$ cat config.mk
export PLATFORM = sky130hd
export DESIGN_NAME = c_subset_lexer_unit_flat
export DESIGN_NICKNAME = d
export VERILOG_FILES = /design/src/rtl/core/csl_pkg.sv /design/src/rtl/core/csl_if.sv /design/src/rtl/core/csl_front.sv /design/src/rtl/core/csl_queue.sv /design/src/rtl/core/csl_back.sv /design/src/rtl/core/c_subset_lexer_unit.sv /design/src/verif/tb.sv /design/src/flat_wrapper.sv
export SDC_FILE = /design/constraint.sdc
export NUM_CORES = 2
export LEC_CHECK = 0
export BUFFER_PORTS_ARGS = -buffer_cell sky130_fd_sc_hd__buf_2
export CAP_MARGIN = 10
export CORE_MARGIN = 4
export CORE_UTILIZATION = 55
export DETAILED_ROUTE_END_ITERATION = 6
export PLACE_DENSITY = 0.76
export SYNTH_ARGS = -nofsm -noshare
export SYNTH_HDL_FRONTEND = slang
export SYNTH_HIERARCHICAL = 1
export SYNTH_SLANG_ARGS = --single-unit
$ cat constraint.sdc
create_clock -name clk -period 11.33 [get_ports clk]
set_input_delay 1.6995 -clock clk [delete_from_list [all_inputs] [get_ports clk]]
set_output_delay 1.6995 -clock clk [all_outputs]
set_load 0.1 [all_outputs]
$ cat src/rtl/core/csl_pkg.sv
// ----------------------------------------------------------------------------
// csl_pkg
// Types, codes, character classes and keyword tables of the C subset lexer.
// ----------------------------------------------------------------------------
`default_nettype none

package csl_pkg;

    localparam int POS_W   = 24;
    localparam int VAL_W   = 64;
    localparam int MAX_RES = 3;
    localparam int Q_DEPTH = 4;
    localparam int Q_AW    = $clog2(Q_DEPTH);
    localparam int NUM_KW  = 6;

    localparam logic [POS_W-1:0] POS_MAX = {POS_W{1'b1}};

    // token kinds
    localparam logic [2:0] KIND_PUNCT = 3'd0;
    localparam logic [2:0] KIND_IDENT = 3'd1;
    localparam logic [2:0] KIND_KW    = 3'd2;
    localparam logic [2:0] KIND_NUM   = 3'd3;
    localparam logic [2:0] KIND_END   = 3'd4;
    localparam logic [2:0] KIND_ERR   = 3'd5;

    // lexer modes
    localparam logic [2:0] MODE_IDLE  = 3'd0;
    localparam logic [2:0] MODE_NUM   = 3'd1;
    localparam logic [2:0] MODE_IDENT = 3'd2;
    localparam logic [2:0] MODE_PUNCT = 3'd3;
    localparam logic [2:0] MODE_DROP  = 3'd4;

    localparam logic [NUM_KW-1:0] KW_ALL = {NUM_KW{1'b1}};

    // characters
    localparam logic [7:0] CH_TAB   = 8'h09;
    localparam logic [7:0] CH_CR    = 8'h0D;
    localparam logic [7:0] CH_SPACE = 8'h20;
    localparam logic [7:0] CH_BANG  = 8'h21;
    localparam logic [7:0] CH_SLASH = 8'h2F;
    localparam logic [7:0] CH_0     = 8'h30;
    localparam logic [7:0] CH_9     = 8'h39;
    localparam logic [7:0] CH_COLON = 8'h3A;
    localparam logic [7:0] CH_LT    = 8'h3C;
    localparam logic [7:0] CH_EQ    = 8'h3D;
    localparam logic [7:0] CH_GT    = 8'h3E;
    localparam logic [7:0] CH_AT    = 8'h40;
    localparam logic [7:0] CH_A     = 8'h41;
    localparam logic [7:0] CH_Z     = 8'h5A;
    localparam logic [7:0] CH_LBRK  = 8'h5B;
    localparam logic [7:0] CH_BTICK = 8'h60;
    localparam logic [7:0] CH_LA    = 8'h61;
    localparam logic [7:0] CH_LZ    = 8'h7A;
    localparam logic [7:0] CH_LBRC  = 8'h7B;
    localparam logic [7:0] CH_TILDE = 8'h7E;
    localparam logic [7:0] CH_USCR  = 8'h5F;

    typedef struct packed {
        logic [2:0]       kind;
        logic [POS_W-1:0] start;
        logic [POS_W-1:0] length;
        logic [VAL_W-1:0] value;
        logic [2:0]       kw;
        logic [7:0]       p1;
        logic [7:0]       p2;
    } token_t;

    // all tokens caused by one input item, packed from slot 0
    typedef struct packed {
        logic [1:0]                count;
        token_t [MAX_RES-1:0]      tok;
    } bundle_t;

    function automatic logic is_digit(input logic [7:0] c);
        return (c >= CH_0) && (c <= CH_9);
    endfunction

    function automatic logic is_alpha(input logic [7:0] c);
        return ((c >= CH_LA) && (c <= CH_LZ)) || ((c >= CH_A) && (c <= CH_Z)) ||
               (c == CH_USCR);
    endfunction

    function automatic logic is_space(input logic [7:0] c);
        return (c == CH_SPACE) || ((c >= CH_TAB) && (c <= CH_CR));
    endfunction

    function automatic logic is_punct(input logic [7:0] c);
        return ((c >= CH_BANG) && (c <= CH_SLASH)) || ((c >= CH_COLON) && (c <= CH_AT)) ||
               ((c >= CH_LBRK) && (c <= CH_BTICK)) || ((c >= CH_LBRC) && (c <= CH_TILDE));
    endfunction

    // first byte of a possible two-byte operator
    function automatic logic is_pair_lead(input logic [7:0] c);
        return (c == CH_EQ) || (c == CH_BANG) || (c == CH_LT) || (c == CH_GT);
    endfunction

    // keyword text, first character in the top byte, zero padded
    function automatic logic [47:0] kw_text(input logic [2:0] i);
        logic [47:0] s;
        s = '0;
        unique case (i)
            3'd0:    s = "return";
            3'd1:    s = {"if", 32'h0};
            3'd2:    s = {"else", 16'h0};
            3'd3:    s = {"for", 24'h0};
            3'd4:    s = {"while", 8'h0};
            3'd5:    s = {"int", 24'h0};
            default: s = '0;
        endcase
        return s;
    endfunction

    function automatic logic [2:0] kw_len(input logic [2:0] i);
        logic [2:0] n;
        n = 3'd0;
        unique case (i)
            3'd0:    n = 3'd6;
            3'd1:    n = 3'd2;
            3'd2:    n = 3'd4;
            3'd3:    n = 3'd3;
            3'd4:    n = 3'd5;
            3'd5:    n = 3'd3;
            default: n = 3'd0;
        endcase
        return n;
    endfunction

    // prefix match: keep keywords whose character at this offset is c
    function automatic logic [NUM_KW-1:0] kw_take(input logic [NUM_KW-1:0] mask,
                                                  input logic [POS_W-1:0] run,
                                                  input logic [7:0] c);
        logic [NUM_KW-1:0] keep;
        logic [47:0]       s;
        keep = '0;
        for (int i = 0; i < NUM_KW; i++) begin
            s = kw_text(3'(i));
            if (mask[i] && (run < POS_W'(kw_len(3'(i)))) &&
                (s[47 - 8 * run[2:0] -: 8] == c)) begin
                keep[i] = 1'b1;
            end
        end
        return keep;
    endfunction

    function automatic logic [POS_W-1:0] run_inc(input logic [POS_W-1:0] r);
        return (r == POS_MAX) ? r : r + POS_W'(1);
    endfunction

    // acc*10 + digit, saturating
    function automatic logic [VAL_W-1:0] acc_next(input logic [VAL_W-1:0] a,
                                                  input logic [7:0] c);
        logic [VAL_W+3:0] p;
        p = ({4'b0, a} << 3) + ({4'b0, a} << 1) + (VAL_W + 4)'(c[3:0]);
        return (|p[VAL_W+3:VAL_W]) ? {VAL_W{1'b1}} : p[VAL_W-1:0];
    endfunction

    function automatic token_t mk_tok(input logic [2:0] kind,
                                      input logic [POS_W-1:0] start,
                                      input logic [POS_W-1:0] length,
                                      input logic [VAL_W-1:0] value,
                                      input logic [2:0] kw,
                                      input logic [7:0] p1,
                                      input logic [7:0] p2);
        token_t t;
        t.kind   = kind;
        t.start  = start;
        t.length = length;
        t.value  = value;
        t.kw     = kw;
        t.p1     = p1;
        t.p2     = p2;
        return t;
    endfunction

    function automatic logic mode_open(input logic [2:0] m);
        return (m == MODE_NUM) || (m == MODE_IDENT) || (m == MODE_PUNCT);
    endfunction

    // token that an open mode yields when closed
    function automatic token_t close_tok(input logic [2:0] m,
                                         input logic [POS_W-1:0] tb,
                                         input logic [POS_W-1:0] run,
                                         input logic [VAL_W-1:0] acc,
                                         input logic [NUM_KW-1:0] mask,
                                         input logic [7:0] pend);
        token_t     t;
        logic [2:0] kind;
        logic [2:0] idx;
        kind = KIND_IDENT;
        idx  = 3'd0;
        for (int i = 0; i < NUM_KW; i++) begin
            if (mask[i] && (run == POS_W'(kw_len(3'(i))))) begin
                kind = KIND_KW;
                idx  = 3'(i);
            end
        end
        priority if (m == MODE_NUM) begin
            t = mk_tok(KIND_NUM, tb, run, acc, 3'd0, 8'd0, 8'd0);
        end else if (m == MODE_IDENT) begin
            t = mk_tok(kind, tb, run, '0, idx, 8'd0, 8'd0);
        end else begin
            t = mk_tok(KIND_PUNCT, tb, POS_W'(1), '0, 3'd0, pend, 8'd0);
        end
        return t;
    endfunction

endpackage

`default_nettype wire

$ cat src/rtl/core/csl_if.sv
// ----------------------------------------------------------------------------
// csl_if
// Valid/ready channels of the lexer: text bytes in, tokens out.
// ----------------------------------------------------------------------------
`default_nettype none

interface csl_in_if;
    logic       valid;
    logic       ready;
    logic [7:0] text_byte;
    logic       has_byte;
    logic       end_of_text;

    modport source (output valid, text_byte, has_byte, end_of_text, input ready);
    modport sink   (input valid, text_byte, has_byte, end_of_text, output ready);
endinterface

interface csl_out_if;
    logic                      valid;
    logic                      ready;
    logic [2:0]                token_kind;
    logic [csl_pkg::POS_W-1:0] token_start;
    logic [csl_pkg::POS_W-1:0] token_length;
    logic [csl_pkg::VAL_W-1:0] number_value;
    logic [2:0]                keyword_index;
    logic [7:0]                punct_first;
    logic [7:0]                punct_second;
    logic                      last_of_run;

    modport source (output valid, token_kind, token_start, token_length, number_value,
                    keyword_index, punct_first, punct_second, last_of_run,
                    input ready);
    modport sink   (input valid, token_kind, token_start, token_length, number_value,
                    keyword_index, punct_first, punct_second, last_of_run,
                    output ready);
endinterface

`default_nettype wire

$ cat src/rtl/core/csl_front.sv
// ----------------------------------------------------------------------------
// csl_front
// Takes one text item per cycle while the queue takes pushes, runs the lexer
// state and pushes the tokens the item causes as one bundle.
// ----------------------------------------------------------------------------
`default_nettype none

module csl_front (
    input  wire logic             clk,
    input  wire logic             rst_n,
    csl_in_if.sink                text,
    output logic                  push_valid,
    output csl_pkg::bundle_t      push_data,
    input  wire logic             push_ready
);

    logic [2:0]                        mode_reg,  mode_next;
    logic [csl_pkg::POS_W-1:0]         pos_reg,   pos_next;
    logic [csl_pkg::POS_W-1:0]         begin_reg, begin_next;
    logic [csl_pkg::POS_W-1:0]         run_reg,   run_next;
    logic [csl_pkg::VAL_W-1:0]         acc_reg,   acc_next;
    logic [csl_pkg::NUM_KW-1:0]        mask_reg,  mask_next;
    logic [7:0]                        pend_reg,  pend_next;

    logic                              accept;
    logic [2:0]                        m;
    logic                              done;
    logic [7:0]                        c;
    csl_pkg::token_t                   ta, tb, tc, td;
    logic                              va, vb, vc, vd;
    csl_pkg::token_t [2:0]             cand;
    logic [2:0]                        cv;
    logic [1:0]                        slot;
    csl_pkg::bundle_t                  bund;

    assign text.ready = push_ready;
    assign accept     = text.valid && text.ready;
    assign c          = text.text_byte;

    always_comb
    begin
        // unused mode codes behave as idle
        m          = (mode_reg > csl_pkg::MODE_DROP) ? csl_pkg::MODE_IDLE : mode_reg;
        mode_next  = m;
        pos_next   = pos_reg;
        begin_next = begin_reg;
        run_next   = run_reg;
        acc_next   = acc_reg;
        mask_next  = mask_reg;
        pend_next  = pend_reg;
        done = 1'b0;
        ta = '0; tb = '0; tc = '0; td = '0;
        va = 1'b0; vb = 1'b0; vc = 1'b0; vd = 1'b0;

        if (text.has_byte)
        begin
            if (m != csl_pkg::MODE_DROP)
            begin
                if (m == csl_pkg::MODE_PUNCT)
                begin
                    if (c == csl_pkg::CH_EQ)
                    begin
                        ta = csl_pkg::mk_tok(csl_pkg::KIND_PUNCT, begin_reg,
                                             csl_pkg::POS_W'(2), '0, 3'd0,
                                             pend_reg, csl_pkg::CH_EQ);
                        va        = 1'b1;
                        mode_next = csl_pkg::MODE_IDLE;
                        pend_next = 8'd0;
                        done      = 1'b1;
                    end
                    else
                    begin
                        ta = csl_pkg::close_tok(m, begin_reg, run_reg, acc_reg,
                                                mask_reg, pend_reg);
                        va        = 1'b1;
                        mode_next = csl_pkg::MODE_IDLE;
                        run_next  = '0;
                        acc_next  = '0;
                        mask_next = csl_pkg::KW_ALL;
                        pend_next = 8'd0;
                    end
                end
                if (!done)
                begin
                    if ((mode_next == csl_pkg::MODE_NUM) && csl_pkg::is_digit(c))
                    begin
                        acc_next = csl_pkg::acc_next(acc_next, c);
                        run_next = csl_pkg::run_inc(run_next);
                    end
                    else if ((mode_next == csl_pkg::MODE_IDENT) &&
                             (csl_pkg::is_alpha(c) || csl_pkg::is_digit(c)))
                    begin
                        mask_next = csl_pkg::kw_take(mask_next, run_next, c);
                        run_next  = csl_pkg::run_inc(run_next);
                    end
                    else
                    begin
                        if ((mode_next == csl_pkg::MODE_NUM) ||
                            (mode_next == csl_pkg::MODE_IDENT))
                        begin
                            ta = csl_pkg::close_tok(mode_next, begin_next, run_next,
                                                    acc_next, mask_next, pend_next);
                            va = 1'b1;
                        end
                        mode_next = csl_pkg::MODE_IDLE;
                        run_next  = '0;
                        acc_next  = '0;
                        mask_next = csl_pkg::KW_ALL;
                        pend_next = 8'd0;
                        priority if (csl_pkg::is_space(c))
                        begin
                            mode_next = csl_pkg::MODE_IDLE;
                        end
                        else if (csl_pkg::is_digit(c))
                        begin
                            mode_next  = csl_pkg::MODE_NUM;
                            begin_next = pos_reg;
                            run_next   = csl_pkg::POS_W'(1);
                            acc_next   = csl_pkg::VAL_W'(c[3:0]);
                        end
                        else if (csl_pkg::is_alpha(c))
                        begin
                            mode_next  = csl_pkg::MODE_IDENT;
                            begin_next = pos_reg;
                            mask_next  = csl_pkg::kw_take(csl_pkg::KW_ALL, '0, c);
                            run_next   = csl_pkg::POS_W'(1);
                        end
                        else if (csl_pkg::is_pair_lead(c))
                        begin
                            mode_next  = csl_pkg::MODE_PUNCT;
                            begin_next = pos_reg;
                            pend_next  = c;
                        end
                        else if (csl_pkg::is_punct(c))
                        begin
                            tb = csl_pkg::mk_tok(csl_pkg::KIND_PUNCT, pos_reg,
                                                 csl_pkg::POS_W'(1), '0, 3'd0, c, 8'd0);
                            vb = 1'b1;
                        end
                        else
                        begin
                            tb = csl_pkg::mk_tok(csl_pkg::KIND_ERR, pos_reg,
                                                 csl_pkg::POS_W'(1), '0, 3'd0, 8'd0, 8'd0);
                            vb        = 1'b1;
                            mode_next = csl_pkg::MODE_DROP;
                        end
                    end
                end
            end
            pos_next = pos_reg + csl_pkg::POS_W'(1);
        end

        if (text.end_of_text)
        begin
            if (csl_pkg::mode_open(mode_next))
            begin
                tc = csl_pkg::close_tok(mode_next, begin_next, run_next, acc_next,
                                        mask_next, pend_next);
                vc = 1'b1;
            end
            td = csl_pkg::mk_tok(csl_pkg::KIND_END, pos_next, '0, '0, 3'd0, 8'd0, 8'd0);
            vd = 1'b1;
            mode_next  = csl_pkg::MODE_IDLE;
            pos_next   = '0;
            begin_next = '0;
            run_next   = '0;
            acc_next   = '0;
            mask_next  = csl_pkg::KW_ALL;
            pend_next  = 8'd0;
        end
    end

    // byte's own token and the end-close never both occur
    always_comb
    begin
        cand[0] = ta;
        cand[1] = vb ? tb : tc;
        cand[2] = td;
        cv      = {vd, vb | vc, va};
        bund    = '0;
        slot    = 2'd0;
        for (int i = 0; i < csl_pkg::MAX_RES; i++)
        begin
            if (cv[i])
            begin
                bund.tok[slot] = cand[i];
                slot           = slot + 2'd1;
            end
        end
        bund.count = slot;
    end

    assign push_valid = accept && (|cv);
    assign push_data  = bund;

    always_ff @(posedge clk or negedge rst_n)
    begin
        if (!rst_n)
        begin
            mode_reg  <= csl_pkg::MODE_IDLE;
            pos_reg   <= '0;
            begin_reg <= '0;
            run_reg   <= '0;
            acc_reg   <= '0;
            mask_reg  <= csl_pkg::KW_ALL;
            pend_reg  <= 8'd0;
        end
        else if (accept)
        begin
            mode_reg  <= mode_next;
            pos_reg   <= pos_next;
            begin_reg <= begin_next;
            run_reg   <= run_next;
            acc_reg   <= acc_next;
            mask_reg  <= mask_next;
            pend_reg  <= pend_next;
        end
    end

endmodule

`default_nettype wire

$ cat src/rtl/core/csl_queue.sv
// ----------------------------------------------------------------------------
// csl_queue
// Small FIFO of token bundles between the lexer front and the token sender.
// ----------------------------------------------------------------------------
`default_nettype none

module csl_queue (
    input  wire logic             clk,
    input  wire logic             rst_n,
    input  wire logic             push_valid,
    input  wire csl_pkg::bundle_t push_data,
    output logic                  push_ready,
    output logic                  pop_valid,
    output csl_pkg::bundle_t      pop_data,
    input  wire logic             pop
);

    csl_pkg::bundle_t             mem_reg [csl_pkg::Q_DEPTH];
    logic [csl_pkg::Q_AW-1:0]     wr_ptr_reg, wr_ptr_next;
    logic [csl_pkg::Q_AW-1:0]     rd_ptr_reg, rd_ptr_next;
    logic [csl_pkg::Q_AW:0]       cnt_reg,    cnt_next;
    logic                         do_push, do_pop;

    assign push_ready = (cnt_reg != (csl_pkg::Q_AW + 1)'(csl_pkg::Q_DEPTH));
    assign pop_valid  = (cnt_reg != '0);
    assign pop_data   = mem_reg[rd_ptr_reg];
    assign do_push    = push_valid && push_ready;
    assign do_pop     = pop && pop_valid;

    always_comb
    begin
        wr_ptr_next = do_push ? wr_ptr_reg + csl_pkg::Q_AW'(1) : wr_ptr_reg;
        rd_ptr_next = do_pop  ? rd_ptr_reg + csl_pkg::Q_AW'(1) : rd_ptr_reg;
        cnt_next    = cnt_reg;
        unique case ({do_push, do_pop})
            2'b10:   cnt_next = cnt_reg + (csl_pkg::Q_AW + 1)'(1);
            2'b01:   cnt_next = cnt_reg - (csl_pkg::Q_AW + 1)'(1);
            default: cnt_next = cnt_reg;
        endcase
    end

    always_ff @(posedge clk)
    begin
        if (do_push)
        begin
            mem_reg[wr_ptr_reg] <= push_data;
        end
    end

    always_ff @(posedge clk or negedge rst_n)
    begin
        if (!rst_n)
        begin
            wr_ptr_reg <= '0;
            rd_ptr_reg <= '0;
            cnt_reg    <= '0;
        end
        else
        begin
            wr_ptr_reg <= wr_ptr_next;
            rd_ptr_reg <= rd_ptr_next;
            cnt_reg    <= cnt_next;
        end
    end

endmodule

`default_nettype wire

$ cat src/rtl/core/csl_back.sv
// ----------------------------------------------------------------------------
// csl_back
// Walks the head bundle one token per cycle into the output register while it is free or read.
// ----------------------------------------------------------------------------
`default_nettype none

module csl_back (
    input  wire logic             clk,
    input  wire logic             rst_n,
    input  wire logic             head_valid,
    input  wire csl_pkg::bundle_t head,
    output logic                  pop,
    csl_out_if.source             tokens
);

    logic                 out_valid_reg, out_valid_next;
    csl_pkg::token_t      out_tok_reg,   out_tok_next;
    logic                 out_last_reg,  out_last_next;
    logic [1:0]           sel_reg,       sel_next;
    logic                 load;
    logic                 is_last;

    assign load    = !out_valid_reg || tokens.ready;
    assign is_last = (sel_reg == (head.count - 2'd1));

    always_comb
    begin
        out_valid_next = out_valid_reg;
        out_tok_next   = out_tok_reg;
        out_last_next  = out_last_reg;
        sel_next       = sel_reg;
        pop            = 1'b0;
        if (load)
        begin
            out_valid_next = head_valid;
            if (head_valid)
            begin
                out_tok_next  = head.tok[sel_reg];
                out_last_next = is_last;
                pop           = is_last;
                sel_next      = is_last ? 2'd0 : sel_reg + 2'd1;
            end
        end
    end

    always_ff @(posedge clk or negedge rst_n)
    begin
        if (!rst_n)
        begin
            out_valid_reg <= 1'b0;
            sel_reg       <= 2'd0;
        end
        else
        begin
            out_valid_reg <= out_valid_next;
            sel_reg       <= sel_next;
        end
    end

    always_ff @(posedge clk)
    begin
        out_tok_reg  <= out_tok_next;
        out_last_reg <= out_last_next;
    end

    assign tokens.valid         = out_valid_reg;
    assign tokens.token_kind    = out_tok_reg.kind;
    assign tokens.token_start   = out_tok_reg.start;
    assign tokens.token_length  = out_tok_reg.length;
    assign tokens.number_value  = out_tok_reg.value;
    assign tokens.keyword_index = out_tok_reg.kw;
    assign tokens.punct_first   = out_tok_reg.p1;
    assign tokens.punct_second  = out_tok_reg.p2;
    assign tokens.last_of_run   = out_last_reg;

endmodule

`default_nettype wire

$ cat src/rtl/core/c_subset_lexer_unit.sv
// ----------------------------------------------------------------------------
// c_subset_lexer_unit
// Streaming lexer for a small C subset: text bytes in, tokens out.
// ----------------------------------------------------------------------------
// Usage:
//   text   : one item per source byte (has_byte=1), or a bare end marker
//            (has_byte=0, end_of_text=1); end_of_text closes the text.
//   tokens : numbers, identifiers, keywords, punctuators, error and end
//            tokens; last_of_run flags the final token of one text item.
//   Throughput: one text item per cycle while the token queue has room.
//   Tokens leave one per cycle while tokens.ready is high; an item that causes
//   two or three tokens keeps the sender busy until all have left, absorbed by
//   the 4-entry bundle queue between the lexer front and the token sender.
//   Path: an accepted item is written into the bundle queue; its first token
//   is then loaded into the output register once that register is free, and
//   further tokens follow one per cycle while tokens.ready is high.
//   Reset: lexer idle at offset zero, queue and output register empty.
//   Stall: tokens.valid holds with stable fields until tokens.ready; text
//   keeps flowing until the queue fills, then text.ready drops.
// ----------------------------------------------------------------------------
`default_nettype none

module c_subset_lexer_unit (
    input  wire logic   clk,
    input  wire logic   rst_n,
    csl_in_if.sink      text,
    csl_out_if.source   tokens
);

    logic                 push_valid;
    logic                 push_ready;
    csl_pkg::bundle_t     push_data;
    logic                 head_valid;
    csl_pkg::bundle_t     head;
    logic                 pop;

    csl_front u_front (
        .clk        (clk),
        .rst_n      (rst_n),
        .text       (text),
        .push_valid (push_valid),
        .push_data  (push_data),
        .push_ready (push_ready)
    );

    csl_queue u_queue (
        .clk        (clk),
        .rst_n      (rst_n),
        .push_valid (push_valid),
        .push_data  (push_data),
        .push_ready (push_ready),
        .pop_valid  (head_valid),
        .pop_data   (head),
        .pop        (pop)
    );

    csl_back u_back (
        .clk        (clk),
        .rst_n      (rst_n),
        .head_valid (head_valid),
        .head       (head),
        .pop        (pop),
        .tokens     (tokens)
    );

endmodule

`default_nettype wire

$ cat src/verif/tb.sv
// ----------------------------------------------------------------------------
// tb
// Self-checking bench for the C subset lexer. A scoreboard predicts the
// tokens of every accepted text item; results are compared field by field
// as they arrive. Stimulus is a directed prologue, then random texts of
// well-formed tokens with some invalid bytes, garbage and empty items, under
// sender bursts, receiver stalls and one long receiver hold.
// ----------------------------------------------------------------------------
`default_nettype none

module tb;

    localparam int ITEM_TARGET = 340;
    localparam int HOLD_CYCLES = 80;
    localparam int STUCK_LIMIT = 1000;
    localparam int TAIL_CYCLES = 8;

    localparam logic [csl_pkg::VAL_W-1:0] VAL_TOP = {csl_pkg::VAL_W{1'b1}};

    typedef enum int {KW_RETURN, KW_IF, KW_ELSE, KW_FOR, KW_WHILE, KW_INT} kw_t;
    typedef enum int {RX_OPEN, RX_COIN, RX_PERIODIC, RX_MOSTLY} stall_t;

    typedef struct {
        logic [2:0]                kind;
        logic [csl_pkg::POS_W-1:0] start;
        logic [csl_pkg::POS_W-1:0] length;
        logic [csl_pkg::VAL_W-1:0] value;
        logic [2:0]                kw;
        logic [7:0]                p1;
        logic [7:0]                p2;
        logic                      last;
    } lex_token_t;

    class lex_tracker;
        logic [2:0]                 mode;
        logic [csl_pkg::POS_W-1:0]  offset;
        logic [csl_pkg::POS_W-1:0]  tok_begin;
        logic [csl_pkg::POS_W-1:0]  run;
        logic [csl_pkg::VAL_W-1:0]  acc;
        logic [csl_pkg::NUM_KW-1:0] kw_live;
        logic [7:0]                 held;
        lex_token_t                 tokens_due[$];
        int unsigned                mismatches;
        int unsigned                matched;
        int unsigned                saturated;
        int unsigned                kind_seen[8];

        function new();
            clear();
            mismatches = 0;
            matched    = 0;
            saturated  = 0;
            foreach (kind_seen[k]) kind_seen[k] = 0;
        endfunction

        static function string kw_word(kw_t k);
            unique case (k)
                KW_RETURN: return "return";
                KW_IF:     return "if";
                KW_ELSE:   return "else";
                KW_FOR:    return "for";
                KW_WHILE:  return "while";
                KW_INT:    return "int";
                default:   return "";
            endcase
        endfunction

        static function bit char_digit(logic [7:0] c);
            return c >= csl_pkg::CH_0 && c <= csl_pkg::CH_9;
        endfunction

        static function bit char_letter(logic [7:0] c);
            return (c >= csl_pkg::CH_LA && c <= csl_pkg::CH_LZ) ||
                   (c >= csl_pkg::CH_A && c <= csl_pkg::CH_Z) || c == csl_pkg::CH_USCR;
        endfunction

        static function bit char_blank(logic [7:0] c);
            return c == csl_pkg::CH_SPACE || (c >= csl_pkg::CH_TAB && c <= csl_pkg::CH_CR);
        endfunction

        static function bit char_mark(logic [7:0] c);
            return (c >= csl_pkg::CH_BANG && c <= csl_pkg::CH_SLASH) ||
                   (c >= csl_pkg::CH_COLON && c <= csl_pkg::CH_AT) ||
                   (c >= csl_pkg::CH_LBRK && c <= csl_pkg::CH_BTICK) ||
                   (c >= csl_pkg::CH_LBRC && c <= csl_pkg::CH_TILDE);
        endfunction

        function void clear();
            mode      = csl_pkg::MODE_IDLE;
            offset    = '0;
            tok_begin = '0;
            run       = '0;
            acc       = '0;
            kw_live   = csl_pkg::KW_ALL;
            held      = '0;
        endfunction

        function void predict_token(logic [2:0] kind, logic [csl_pkg::POS_W-1:0] start,
                                    logic [csl_pkg::POS_W-1:0] len,
                                    logic [csl_pkg::VAL_W-1:0] value,
                                    logic [2:0] kw, logic [7:0] p1, logic [7:0] p2);
            lex_token_t t;
            t.kind   = kind;
            t.start  = start;
            t.length = len;
            t.value  = value;
            t.kw     = kw;
            t.p1     = p1;
            t.p2     = p2;
            t.last   = 1'b0;
            tokens_due.push_back(t);
        endfunction

        // narrow the set of keywords that still match the identifier so far
        function void ident_char(logic [7:0] c);
            logic [csl_pkg::NUM_KW-1:0] keep;
            string                      w;
            keep = '0;
            for (int k = 0; k < csl_pkg::NUM_KW; k++) begin
                w = kw_word(kw_t'(k));
                if (kw_live[k] && run < w.len() && w[int'(run)] == c)
                    keep[k] = 1'b1;
            end
            kw_live = keep;
            if (run != csl_pkg::POS_MAX)
                run = run + 1'b1;
        endfunction

        function void close_token();
            logic [2:0] kind;
            logic [2:0] idx;
            string      w;
            unique case (mode)
                csl_pkg::MODE_NUM:
                    predict_token(csl_pkg::KIND_NUM, tok_begin, run, acc, 3'd0, 8'd0, 8'd0);
                csl_pkg::MODE_IDENT:
                begin
                    kind = csl_pkg::KIND_IDENT;
                    idx  = 3'd0;
                    for (int k = 0; k < csl_pkg::NUM_KW; k++) begin
                        w = kw_word(kw_t'(k));
                        if (kw_live[k] && run == w.len())
                        begin
                            kind = csl_pkg::KIND_KW;
                            idx  = 3'(k);
                        end
                    end
                    predict_token(kind, tok_begin, run, '0, idx, 8'd0, 8'd0);
                end
                csl_pkg::MODE_PUNCT:
                    predict_token(csl_pkg::KIND_PUNCT, tok_begin, csl_pkg::POS_W'(1), '0,
                                  3'd0, held, 8'd0);
                default:
                    return;
            endcase
            mode    = csl_pkg::MODE_IDLE;
            run     = '0;
            acc     = '0;
            kw_live = csl_pkg::KW_ALL;
            held    = '0;
        endfunction

        function void take_byte(logic [7:0] c, bit has, bit eot);
            int                        first_new;
            logic [csl_pkg::POS_W-1:0] here;
            logic [csl_pkg::VAL_W-1:0] d;
            bit                        paired;
            lex_token_t                t;
            first_new = tokens_due.size();
            if (mode > csl_pkg::MODE_DROP)
                mode = csl_pkg::MODE_IDLE;
            if (has)
            begin
                here   = offset;
                paired = 1'b0;
                if (mode != csl_pkg::MODE_DROP)
                begin
                    if (mode == csl_pkg::MODE_PUNCT)
                    begin
                        if (c == csl_pkg::CH_EQ)
                        begin
                            predict_token(csl_pkg::KIND_PUNCT, tok_begin, csl_pkg::POS_W'(2),
                                          '0, 3'd0, held, csl_pkg::CH_EQ);
                            mode   = csl_pkg::MODE_IDLE;
                            held   = '0;
                            paired = 1'b1;
                        end
                        else
                            close_token();
                    end
                    if (!paired)
                    begin
                        if (mode == csl_pkg::MODE_NUM && char_digit(c))
                        begin
                            d = csl_pkg::VAL_W'(c - csl_pkg::CH_0);
                            if (acc > (VAL_TOP - d) / 10)
                                acc = VAL_TOP;
                            else
                                acc = acc * 10 + d;
                            if (run != csl_pkg::POS_MAX)
                                run = run + 1'b1;
                        end
                        else if (mode == csl_pkg::MODE_IDENT &&
                                 (char_letter(c) || char_digit(c)))
                            ident_char(c);
                        else
                        begin
                            close_token();
                            if (char_digit(c))
                            begin
                                mode      = csl_pkg::MODE_NUM;
                                tok_begin = here;
                                run       = csl_pkg::POS_W'(1);
                                acc       = csl_pkg::VAL_W'(c - csl_pkg::CH_0);
                            end
                            else if (char_letter(c))
                            begin
                                mode      = csl_pkg::MODE_IDENT;
                                tok_begin = here;
                                run       = '0;
                                kw_live   = csl_pkg::KW_ALL;
                                ident_char(c);
                            end
                            else if (c == csl_pkg::CH_EQ || c == csl_pkg::CH_BANG ||
                                     c == csl_pkg::CH_LT || c == csl_pkg::CH_GT)
                            begin
                                // may pair with a following '='
                                mode      = csl_pkg::MODE_PUNCT;
                                tok_begin = here;
                                held      = c;
                            end
                            else if (char_mark(c))
                                predict_token(csl_pkg::KIND_PUNCT, here, csl_pkg::POS_W'(1),
                                              '0, 3'd0, c, 8'd0);
                            else if (!char_blank(c))
                            begin
                                predict_token(csl_pkg::KIND_ERR, here, csl_pkg::POS_W'(1),
                                              '0, 3'd0, 8'd0, 8'd0);
                                mode = csl_pkg::MODE_DROP;
                            end
                        end
                    end
                end
                offset = here + 1'b1;
            end
            if (eot)
            begin
                if (mode != csl_pkg::MODE_DROP)
                    close_token();
                predict_token(csl_pkg::KIND_END, offset, '0, '0, 3'd0, 8'd0, 8'd0);
                clear();
            end
            if (tokens_due.size() > first_new)
            begin
                t      = tokens_due.pop_back();
                t.last = 1'b1;
                tokens_due.push_back(t);
            end
        endfunction

        function void compare_field(string name, logic [csl_pkg::VAL_W-1:0] want,
                                    logic [csl_pkg::VAL_W-1:0] got);
            if (want !== got)
            begin
                $error("%s: expected 0x%0h, got 0x%0h", name, want, got);
                mismatches++;
            end
        endfunction

        function void match_token(lex_token_t seen);
            lex_token_t want;
            if (tokens_due.size() == 0)
            begin
                $error("token with nothing pending: kind %0d start %0d", seen.kind, seen.start);
                mismatches++;
                return;
            end
            want = tokens_due.pop_front();
            matched++;
            kind_seen[seen.kind]++;
            if (seen.kind == csl_pkg::KIND_NUM && seen.value == VAL_TOP)
                saturated++;
            compare_field("token_kind", csl_pkg::VAL_W'(want.kind),
                          csl_pkg::VAL_W'(seen.kind));
            compare_field("token_start", csl_pkg::VAL_W'(want.start),
                          csl_pkg::VAL_W'(seen.start));
            compare_field("token_length", csl_pkg::VAL_W'(want.length),
                          csl_pkg::VAL_W'(seen.length));
            compare_field("number_value", want.value, seen.value);
            compare_field("keyword_index", csl_pkg::VAL_W'(want.kw),
                          csl_pkg::VAL_W'(seen.kw));
            compare_field("punct_first", csl_pkg::VAL_W'(want.p1),
                          csl_pkg::VAL_W'(seen.p1));
            compare_field("punct_second", csl_pkg::VAL_W'(want.p2),
                          csl_pkg::VAL_W'(seen.p2));
            compare_field("last_of_run", csl_pkg::VAL_W'(want.last),
                          csl_pkg::VAL_W'(seen.last));
        endfunction
    endclass

    logic clk = 1'b0;
    logic rst_n;

    csl_in_if  text_ch();
    csl_out_if tok_ch();

    c_subset_lexer_unit u_top (
        .clk    (clk),
        .rst_n  (rst_n),
        .text   (text_ch),
        .tokens (tok_ch)
    );

    lex_tracker tracker = new();

    logic [7:0] src_text[$];
    bit         steady;
    bit         hold_request;
    int         burst_left;
    int         items_sent;
    int         text_no;
    int         stuck;
    int         rx_cycle;

    always
    begin
        #1 clk = 1'b1;
        #1 clk = 1'b0;
    end

    // ---------------- text side ----------------

    task automatic send_item(input logic [7:0] c, input bit has, input bit eot);
        int gap;
        if (!steady)
        begin
            if (burst_left == 0)
            begin
                gap = $urandom_range(0, 6);
                repeat (gap)
                begin
                    @(negedge clk);
                    text_ch.valid = 1'b0;
                end
                burst_left = $urandom_range(1, 24);
            end
            burst_left--;
        end
        @(negedge clk);
        text_ch.valid       = 1'b1;
        text_ch.text_byte   = c;
        text_ch.has_byte    = has;
        text_ch.end_of_text = eot;
        do @(posedge clk); while (!text_ch.ready);
        tracker.take_byte(c, has, eot);
        if (has || eot)
            items_sent++;
    endtask

    task automatic wait_drained();
        @(negedge clk);
        text_ch.valid = 1'b0;
        burst_left    = 0;
        while (tracker.tokens_due.size() != 0) @(posedge clk);
        repeat (TAIL_CYCLES) @(posedge clk);
    endtask

    // sends the buffered text; sprinkles empty items in between
    task automatic play_text(input bit bare_end);
        int last;
        last = src_text.size() - 1;
        for (int i = 0; i <= last; i++)
        begin
            if ($urandom_range(0, 32) == 0)
                send_item(8'($urandom()), 1'b0, 1'b0);
            send_item(src_text[i], 1'b1, !bare_end && i == last);
        end
        if (bare_end)
            send_item(8'($urandom()), 1'b0, 1'b1);
        src_text.delete();
    endtask

    function automatic void append_word(string s);
        for (int i = 0; i < s.len(); i++)
            src_text.push_back(s[i]);
    endfunction

    function automatic logic [7:0] rand_letter();
        int r;
        r = $urandom_range(0, 52);
        if (r < 26)
            return csl_pkg::CH_LA + 8'(r);
        if (r < 52)
            return csl_pkg::CH_A + 8'(r - 26);
        return csl_pkg::CH_USCR;
    endfunction

    function automatic logic [7:0] rand_digit();
        return csl_pkg::CH_0 + 8'($urandom_range(0, 9));
    endfunction

    function automatic logic [7:0] rand_mark();
        logic [7:0] c;
        do c = 8'($urandom_range(csl_pkg::CH_BANG, csl_pkg::CH_TILDE));
        while (!lex_tracker::char_mark(c));
        return c;
    endfunction

    function automatic logic [7:0] rand_lead();
        unique case ($urandom_range(0, 3))
            0:       return csl_pkg::CH_EQ;
            1:       return csl_pkg::CH_BANG;
            2:       return csl_pkg::CH_LT;
            default: return csl_pkg::CH_GT;
        endcase
    endfunction

    function automatic logic [7:0] rand_bad();
        unique case ($urandom_range(0, 4))
            0:       return 8'h00;
            1:       return 8'($urandom_range(1, 8));
            2:       return 8'($urandom_range(14, 31));
            3:       return 8'h7F;
            default: return 8'($urandom_range(128, 255));
        endcase
    endfunction

    function automatic void append_token();
        int    pick;
        int    n;
        string w;
        pick = $urandom_range(0, 99);
        if (pick < 15)
            append_word(lex_tracker::kw_word(kw_t'($urandom_range(0, csl_pkg::NUM_KW - 1))));
        else if (pick < 32)
        begin
            if ($urandom_range(0, 3) == 0)
            begin
                // keyword prefix, possibly extended: near misses
                w = lex_tracker::kw_word(kw_t'($urandom_range(0, csl_pkg::NUM_KW - 1)));
                n = $urandom_range(1, w.len());
                for (int i = 0; i < n; i++)
                    src_text.push_back(w[i]);
                if ($urandom_range(0, 1) == 1)
                    src_text.push_back($urandom_range(0, 2) == 0 ? rand_digit() : rand_letter());
            end
            else
            begin
                src_text.push_back(rand_letter());
                repeat ($urandom_range(0, 7))
                    src_text.push_back($urandom_range(0, 2) == 0 ? rand_digit() : rand_letter());
            end
        end
        else if (pick < 50)
        begin
            // long runs of digits can reach saturation
            n = ($urandom_range(0, 7) == 0) ? $urandom_range(18, 24) : $urandom_range(1, 6);
            repeat (n) src_text.push_back(rand_digit());
        end
        else if (pick < 64)
        begin
            src_text.push_back(rand_lead());
            src_text.push_back(csl_pkg::CH_EQ);
        end
        else if (pick < 74)
            src_text.push_back(rand_lead());
        else if (pick < 94)
            src_text.push_back(rand_mark());
        else
            src_text.push_back(rand_bad());
        if ($urandom_range(0, 9) < 6)
            repeat ($urandom_range(1, 2))
                src_text.push_back($urandom_range(0, 5) == 5 ?
                                   csl_pkg::CH_SPACE :
                                   csl_pkg::CH_TAB + 8'($urandom_range(0, 4)));
    endfunction

    task automatic random_text(input int ntok, input bit garbage);
        if (garbage)
            repeat ($urandom_range(1, 8)) src_text.push_back(8'($urandom()));
        else
            repeat (ntok) append_token();
        steady = ($urandom_range(0, 3) == 0);
        play_text($urandom_range(0, 3) == 0);
    endtask

    initial
    begin
        rst_n               = 1'b0;
        text_ch.valid       = 1'b0;
        text_ch.text_byte   = '0;
        text_ch.has_byte    = 1'b0;
        text_ch.end_of_text = 1'b0;
        steady              = 1'b0;
        burst_left          = 0;
        items_sent          = 0;
        text_no             = 0;
        repeat (9) @(posedge clk);
        @(negedge clk);
        rst_n = 1'b1;

        // keyword, >= and != pairs, underscore ident, error then dropped tail
        append_word("if>=7\t_a!=b");
        src_text.push_back(8'h00);
        append_word("z");
        play_text(1'b0);
        send_item(8'h00, 1'b0, 1'b0);
        send_item(8'h00, 1'b0, 1'b1);    // empty text
        send_item(8'hFF, 1'b1, 1'b1);    // error and end from one item
        append_word("<x~");              // lone lead, then three tokens on the last
        play_text(1'b0);
        append_word("a=");               // end closes a pending lead
        play_text(1'b0);

        while (items_sent < ITEM_TARGET)
        begin
            if (text_no == 3)
                hold_request = 1'b1;
            if (text_no == 9)
                wait_drained();
            random_text(text_no == 3 ? 12 : $urandom_range(1, 10),
                        text_no != 3 && $urandom_range(0, 9) == 0);
            text_no++;
        end

        wait_drained();
        $display("Sent %0d text items in %0d random texts plus prologue; %0d tokens checked",
                 items_sent, text_no, tracker.matched);
        $display("punct %0d, ident %0d, keyword %0d, number %0d (%0d saturated), end %0d, error %0d",
                 tracker.kind_seen[csl_pkg::KIND_PUNCT], tracker.kind_seen[csl_pkg::KIND_IDENT],
                 tracker.kind_seen[csl_pkg::KIND_KW], tracker.kind_seen[csl_pkg::KIND_NUM],
                 tracker.saturated, tracker.kind_seen[csl_pkg::KIND_END],
                 tracker.kind_seen[csl_pkg::KIND_ERR]);
        if (tracker.tokens_due.size() != 0)
            $error("%0d tokens never arrived", tracker.tokens_due.size());
        if (tracker.mismatches == 0 && tracker.tokens_due.size() == 0)
            $display("PASS");
        else
            $display("FAIL");
        $finish;
    end

    // ---------------- token side ----------------

    initial
    begin
        stall_t style;
        tok_ch.ready = 1'b0;
        hold_request = 1'b0;
        rx_cycle     = 0;
        forever
        begin
            @(negedge clk);
            if (hold_request)
            begin
                // long hold so the bundle queue fills and text.ready drops
                hold_request = 1'b0;
                tok_ch.ready = 1'b0;
                repeat (HOLD_CYCLES - 1) @(negedge clk);
            end
            else
            begin
                rx_cycle++;
                style = stall_t'((rx_cycle / 128) % 4);
                unique case (style)
                    RX_OPEN:     tok_ch.ready = 1'b1;
                    RX_COIN:     tok_ch.ready = 1'($urandom_range(0, 1));
                    RX_PERIODIC: tok_ch.ready = (rx_cycle % 7) >= 3;
                    default:     tok_ch.ready = ($urandom_range(0, 7) != 0);
                endcase
            end
        end
    end

    always @(posedge clk)
    begin
        lex_token_t seen;
        if (rst_n && tok_ch.valid && tok_ch.ready)
        begin
            seen.kind   = tok_ch.token_kind;
            seen.start  = tok_ch.token_start;
            seen.length = tok_ch.token_length;
            seen.value  = tok_ch.number_value;
            seen.kw     = tok_ch.keyword_index;
            seen.p1     = tok_ch.punct_first;
            seen.p2     = tok_ch.punct_second;
            seen.last   = tok_ch.last_of_run;
            tracker.match_token(seen);
        end
    end

    // watchdog: cycles in a row with no handshake on either side
    always @(posedge clk)
    begin
        if (!rst_n || (text_ch.valid && text_ch.ready) || (tok_ch.valid && tok_ch.ready))
            stuck <= 0;
        else if (stuck >= STUCK_LIMIT)
        begin
            $display("FAIL");
            $finish;
        end
        else
            stuck <= stuck + 1;
    end

endmodule

`default_nettype wire
$ cat src/flat_wrapper.sv
// flat-port wrapper written by rule: the top's interface ports become plain ports
module c_subset_lexer_unit_flat 
  (clk, rst_n, text_valid, text_text_byte, text_has_byte, text_end_of_text, text_ready, tokens_valid, tokens_token_kind, tokens_token_start, tokens_token_length, tokens_number_value, tokens_keyword_index, tokens_punct_first, tokens_punct_second, tokens_last_of_run, tokens_ready);
  csl_in_if text_i ();
  csl_out_if tokens_i ();
  input  wire logic clk;
  input  wire logic rst_n;
  input wire logic [$bits(text_i.valid)-1:0] text_valid;
  input wire logic [$bits(text_i.text_byte)-1:0] text_text_byte;
  input wire logic [$bits(text_i.has_byte)-1:0] text_has_byte;
  input wire logic [$bits(text_i.end_of_text)-1:0] text_end_of_text;
  output wire logic [$bits(text_i.ready)-1:0] text_ready;
  output wire logic [$bits(tokens_i.valid)-1:0] tokens_valid;
  output wire logic [$bits(tokens_i.token_kind)-1:0] tokens_token_kind;
  output wire logic [$bits(tokens_i.token_start)-1:0] tokens_token_start;
  output wire logic [$bits(tokens_i.token_length)-1:0] tokens_token_length;
  output wire logic [$bits(tokens_i.number_value)-1:0] tokens_number_value;
  output wire logic [$bits(tokens_i.keyword_index)-1:0] tokens_keyword_index;
  output wire logic [$bits(tokens_i.punct_first)-1:0] tokens_punct_first;
  output wire logic [$bits(tokens_i.punct_second)-1:0] tokens_punct_second;
  output wire logic [$bits(tokens_i.last_of_run)-1:0] tokens_last_of_run;
  input wire logic [$bits(tokens_i.ready)-1:0] tokens_ready;
  assign text_i.valid = text_valid;
  assign text_i.text_byte = text_text_byte;
  assign text_i.has_byte = text_has_byte;
  assign text_i.end_of_text = text_end_of_text;
  assign text_ready = text_i.ready;
  assign tokens_valid = tokens_i.valid;
  assign tokens_token_kind = tokens_i.token_kind;
  assign tokens_token_start = tokens_i.token_start;
  assign tokens_token_length = tokens_i.token_length;
  assign tokens_number_value = tokens_i.number_value;
  assign tokens_keyword_index = tokens_i.keyword_index;
  assign tokens_punct_first = tokens_i.punct_first;
  assign tokens_punct_second = tokens_i.punct_second;
  assign tokens_last_of_run = tokens_i.last_of_run;
  assign tokens_i.ready = tokens_ready;
  c_subset_lexer_unit u_core (.clk(clk), .rst_n(rst_n), .text(text_i), .tokens(tokens_i));
endmodule
==> flow_metrics.env <==
export IMPL_crit_required_ps=11900
export IMPL_clk_path_buf_depth=3
export IMPL_routed_wl_mm=205
export IMPL_dr_pass1_iters=6
export IMPL_cp_data_arrival_time_ps=8410
export IMPL_synth_most_common_cell="edfxtp_1"
export IMPL_slowest_stage="a31o_4"
export IMPL_cts_max_level=4
export IMPL_core_area_um2=156000
export IMPL_dpl_instance_area_um2=88000
export IMPL_max_cap_viol_count=0
export IMPL_grt_pass1_wl_mm=314
export IMPL_hold_viol=0
export IMPL_io_pins=151
export IMPL_drive_gt1_frac=0.167
export IMPL_max_stage_delay_ps=600
export IMPL_synth_warnings=6
export IMPL_synth_top_area_cell="edfxtp_1"
export IMPL_switchingPower_uw=9280
export IMPL_netlist_area_leader_share=0.610
export IMPL_std_cell_rows=145
export IMPL_p_int_uw=15400
export IMPL_synth_compound_area_frac=0.0834
export IMPL_yosysSeqAreaShare=0.657
export IMPL_track_usage=0.252
export IMPL_largest_register_ffs=1616
export IMPL_synth_top_flop_cell="edfxtp_1"
export IMPL_portBuffers=150
export IMPL_path_buf_inv=3
export IMPL_p_per_area_nw_per_um2=263
export IMPL_nNetsFinal=5892
export IMPL_p_comb_frac=0.360
export IMPL_cts_sinks=1914
export IMPL_die_width_um=404
export IMPL_route_vias_total=50448
export IMPL_synth_seq_cells=1914
export IMPL_grt_pass1_vias=51029
export IMPL_worstMarginPinSlew_ps=1210
export IMPL_ir_worst_vdd_mv=0.225
export IMPL_maxSlewViolCount=0
export IMPL_hpwl_mm=120
export IMPL_fin_skew_ps=48.7
export IMPL_die_height_um=404
export IMPL_post_cts_setup_buffer_count=0
export IMPL_power_frac_clock=0.244
export IMPL_synthTopCellsByArea="edfxtp_1, mux4_2, dfrtp_1"
export IMPL_crit_path_max_fanout=48
export IMPL_synth_top_family_by_area="multiplexers"
export IMPL_end_kind="flop"
export IMPL_crit_family="simple AND/OR/NAND/NOR gates"
export IMPL_yosys_area_share_xor_xnor=0.00945
export IMPL_fin_area_um2=94000
export IMPL_cts_tree="done"
export IMPL_synthAdderAreaFrac=0.0216
export IMPL_synth_common_cells="edfxtp_1, nand2_1, mux4_2"
export IMPL_clk_pin_slew_ps=60
export IMPL_min_path_type="reg -> reg"
export IMPL_post_place_ws_ps=2810
export IMPL_syn_area_um2=86200
export IMPL_hold_buffers=0
export IMPL_syn2layout_area_growth_pct=8.97
export IMPL_clockRootBuffer="clkbuf_16"
export IMPL_synthCells=5655
export IMPL_synth_distinct_cells=112
export IMPL_path_cells="buf_2 > and4bb_2 > a31o_4 > buf_4 > and2_1 > ha_1 > ha_1 > nand4_1 > or3_1 > or4_1 > a21oi_1 > or3_1 > a32oi_1 > a32oi_4 > and2_1 > buf_4 > nand3_1 > a21oi_1 > nor2_1"
export IMPL_overflow=0
export IMPL_max_slew_margin=0.191
export IMPL_drc_errors=0
export IMPL_finalSetupViolCount=0
export IMPL_place_congestion=0.990
export IMPL_wl_per_cell_um=25.8
export IMPL_synthArstFlopShare=0.0852
export IMPL_fmax_mhz=128
export IMPL_antenna_found_initial=14
export IMPL_fp_dieArea_um2=163000
export IMPL_outcome="complete, no violations"
export IMPL_ctsResizeCount=0
export IMPL_setup_ws_ps=3490
export IMPL_p_leak_uw=0.0321
export IMPL_muxShareOfSynthArea=0.122
export IMPL_p_seq_frac=0.395
export IMPL_start_util=0.553
export IMPL_rrSetupSlack_ps=4360
export IMPL_drt_iter0_markers=5734
export IMPL_layout_worst_path_cycle_share=0.692
export IMPL_ant_nets=0
export IMPL_synth_simple_area_share=0.0650
export IMPL_switching_share=0.376
export IMPL_fill_cells=11307
export IMPL_syn_avg_cell_area_um2=15.2
export IMPL_via_per_inst=6.34
export IMPL_cts_inserted_buffers=187
export IMPL_clk_latency_ps=840
export IMPL_grt_max_degree=143
export IMPL_period_minus_slack_ps=7840
export IMPL_crit_type="in -> reg"
export IMPL_critPathLaunchType="input pin"
export IMPL_rsz0062_at_grt="false"
export IMPL_synth_edf_count=1751
export IMPL_tns_ps=0
==> path summary, 6_finish.rpt <==
kind | cells past startpoint | startpoint | end
max | 19 | text_text_byte[2] | u_core/u_queue/mem_reg[0][30]
min | 1 | u_core/u_front/pend_reg[7] | u_core/u_front/pend_reg[7]
max reg2reg | 19 | u_core/u_front/mode_reg[2] | u_core/u_queue/mem_reg[0][30]
min reg2reg | 1 | u_core/u_front/pend_reg[7] | u_core/u_front/pend_reg[7]
max in group asynchronous | 2 | rst_n | u_core/u_front/acc_reg[53]
min in group asynchronous | 1 | rst_n | u_core/u_front/acc_reg[29]
==> cell usage in the layout (no fill, tap or decap), drive strengths merged, types with 157 or more instances in the layout <==
cell / Yosys / layout
conb: 1 / 207
nand2: 443 / 443
clkbuf: 190 / 238
nor2: 292 / 292
a21oi: 319 / 319
mux4: 404 / 404
edfxtp: 1751 / 1751
dfrtp: 157 / 157
o21ai: 380 / 380
buf: 368 / 239
==> power by group through the flow <==
stage | clock network [µW] | logic (µW) | registers, µW
finish | 6040 | 8890 | 9770
global route | 6480 | 9460 | 9870
CTS | 6160 | 8930 | 9780
detailed placement | 0 | 8860 | 9900
global placement | 0 | 8820 | 9830
floorplan | 0 | 5140 | 11700
==> layout make-up <==
class	count	area, µm²	area share
Multi-Input combinational cell	3329	26900	0.286
Antenna cell	5	12.5	0.000133
Clock buffer	238	4940	0.0526
Tap cell	2058	2570	0.0274
Clock inverter	108	1050	0.0111
Inverter	60	230	0.00245
Timing Repair Buffer	239	1600	0.0170
Sequential cell	1914	56700	0.603
==> per-layer routing <==
layer / vias up / GRT usage / wire length (µm)
li1: 21934 / - / -
met5: - / 0 / 53
met3: 508 / 0.0474 / 17100
met2: 2422 / 0.389 / 95500
met1: 25576 / 0.359 / 84300
met4: 8 / 0.0983 / 7950
==> stage by stage <==
step           cells  total power (µW)  hold slack, ps   util
6_report        7951             24700             510  0.602
5_1_grt         7947             25800             511  0.602
4_1_cts         7946             24900             499  0.602
3_5_place_dp    7600             18800             485  0.564
3_3_place_gp    7600             18600             468  0.564
2_1_floorplan   5861             16800             444      -
==> kinds of logic (layout without fill, tap and decap cells) <==
group,count (synthesis),count (layout)
other cells,1,212
compound gates,1148,1148
simple gates,1186,1186
fa+ha+maj,147,147
buf+inv,618,645
mux,548,548
xor+xnor,93,93
flops,1914,1914
==> worst register-to-register path: cells and delay by family, from the launching register on <==
| family | cells | cell delay, ps |
|---|---|---|
| buffers and inverters | 3 | 1340 |
| and+or+nand+nor | 9 | 2700 |
| AOI/OAI and AO/OA | 5 | 1390 |
| adders and majority gates | 2 | 690 |
| DFF | 1 | 580 |
No activity file was read; power rests on OpenSTA's default activity.
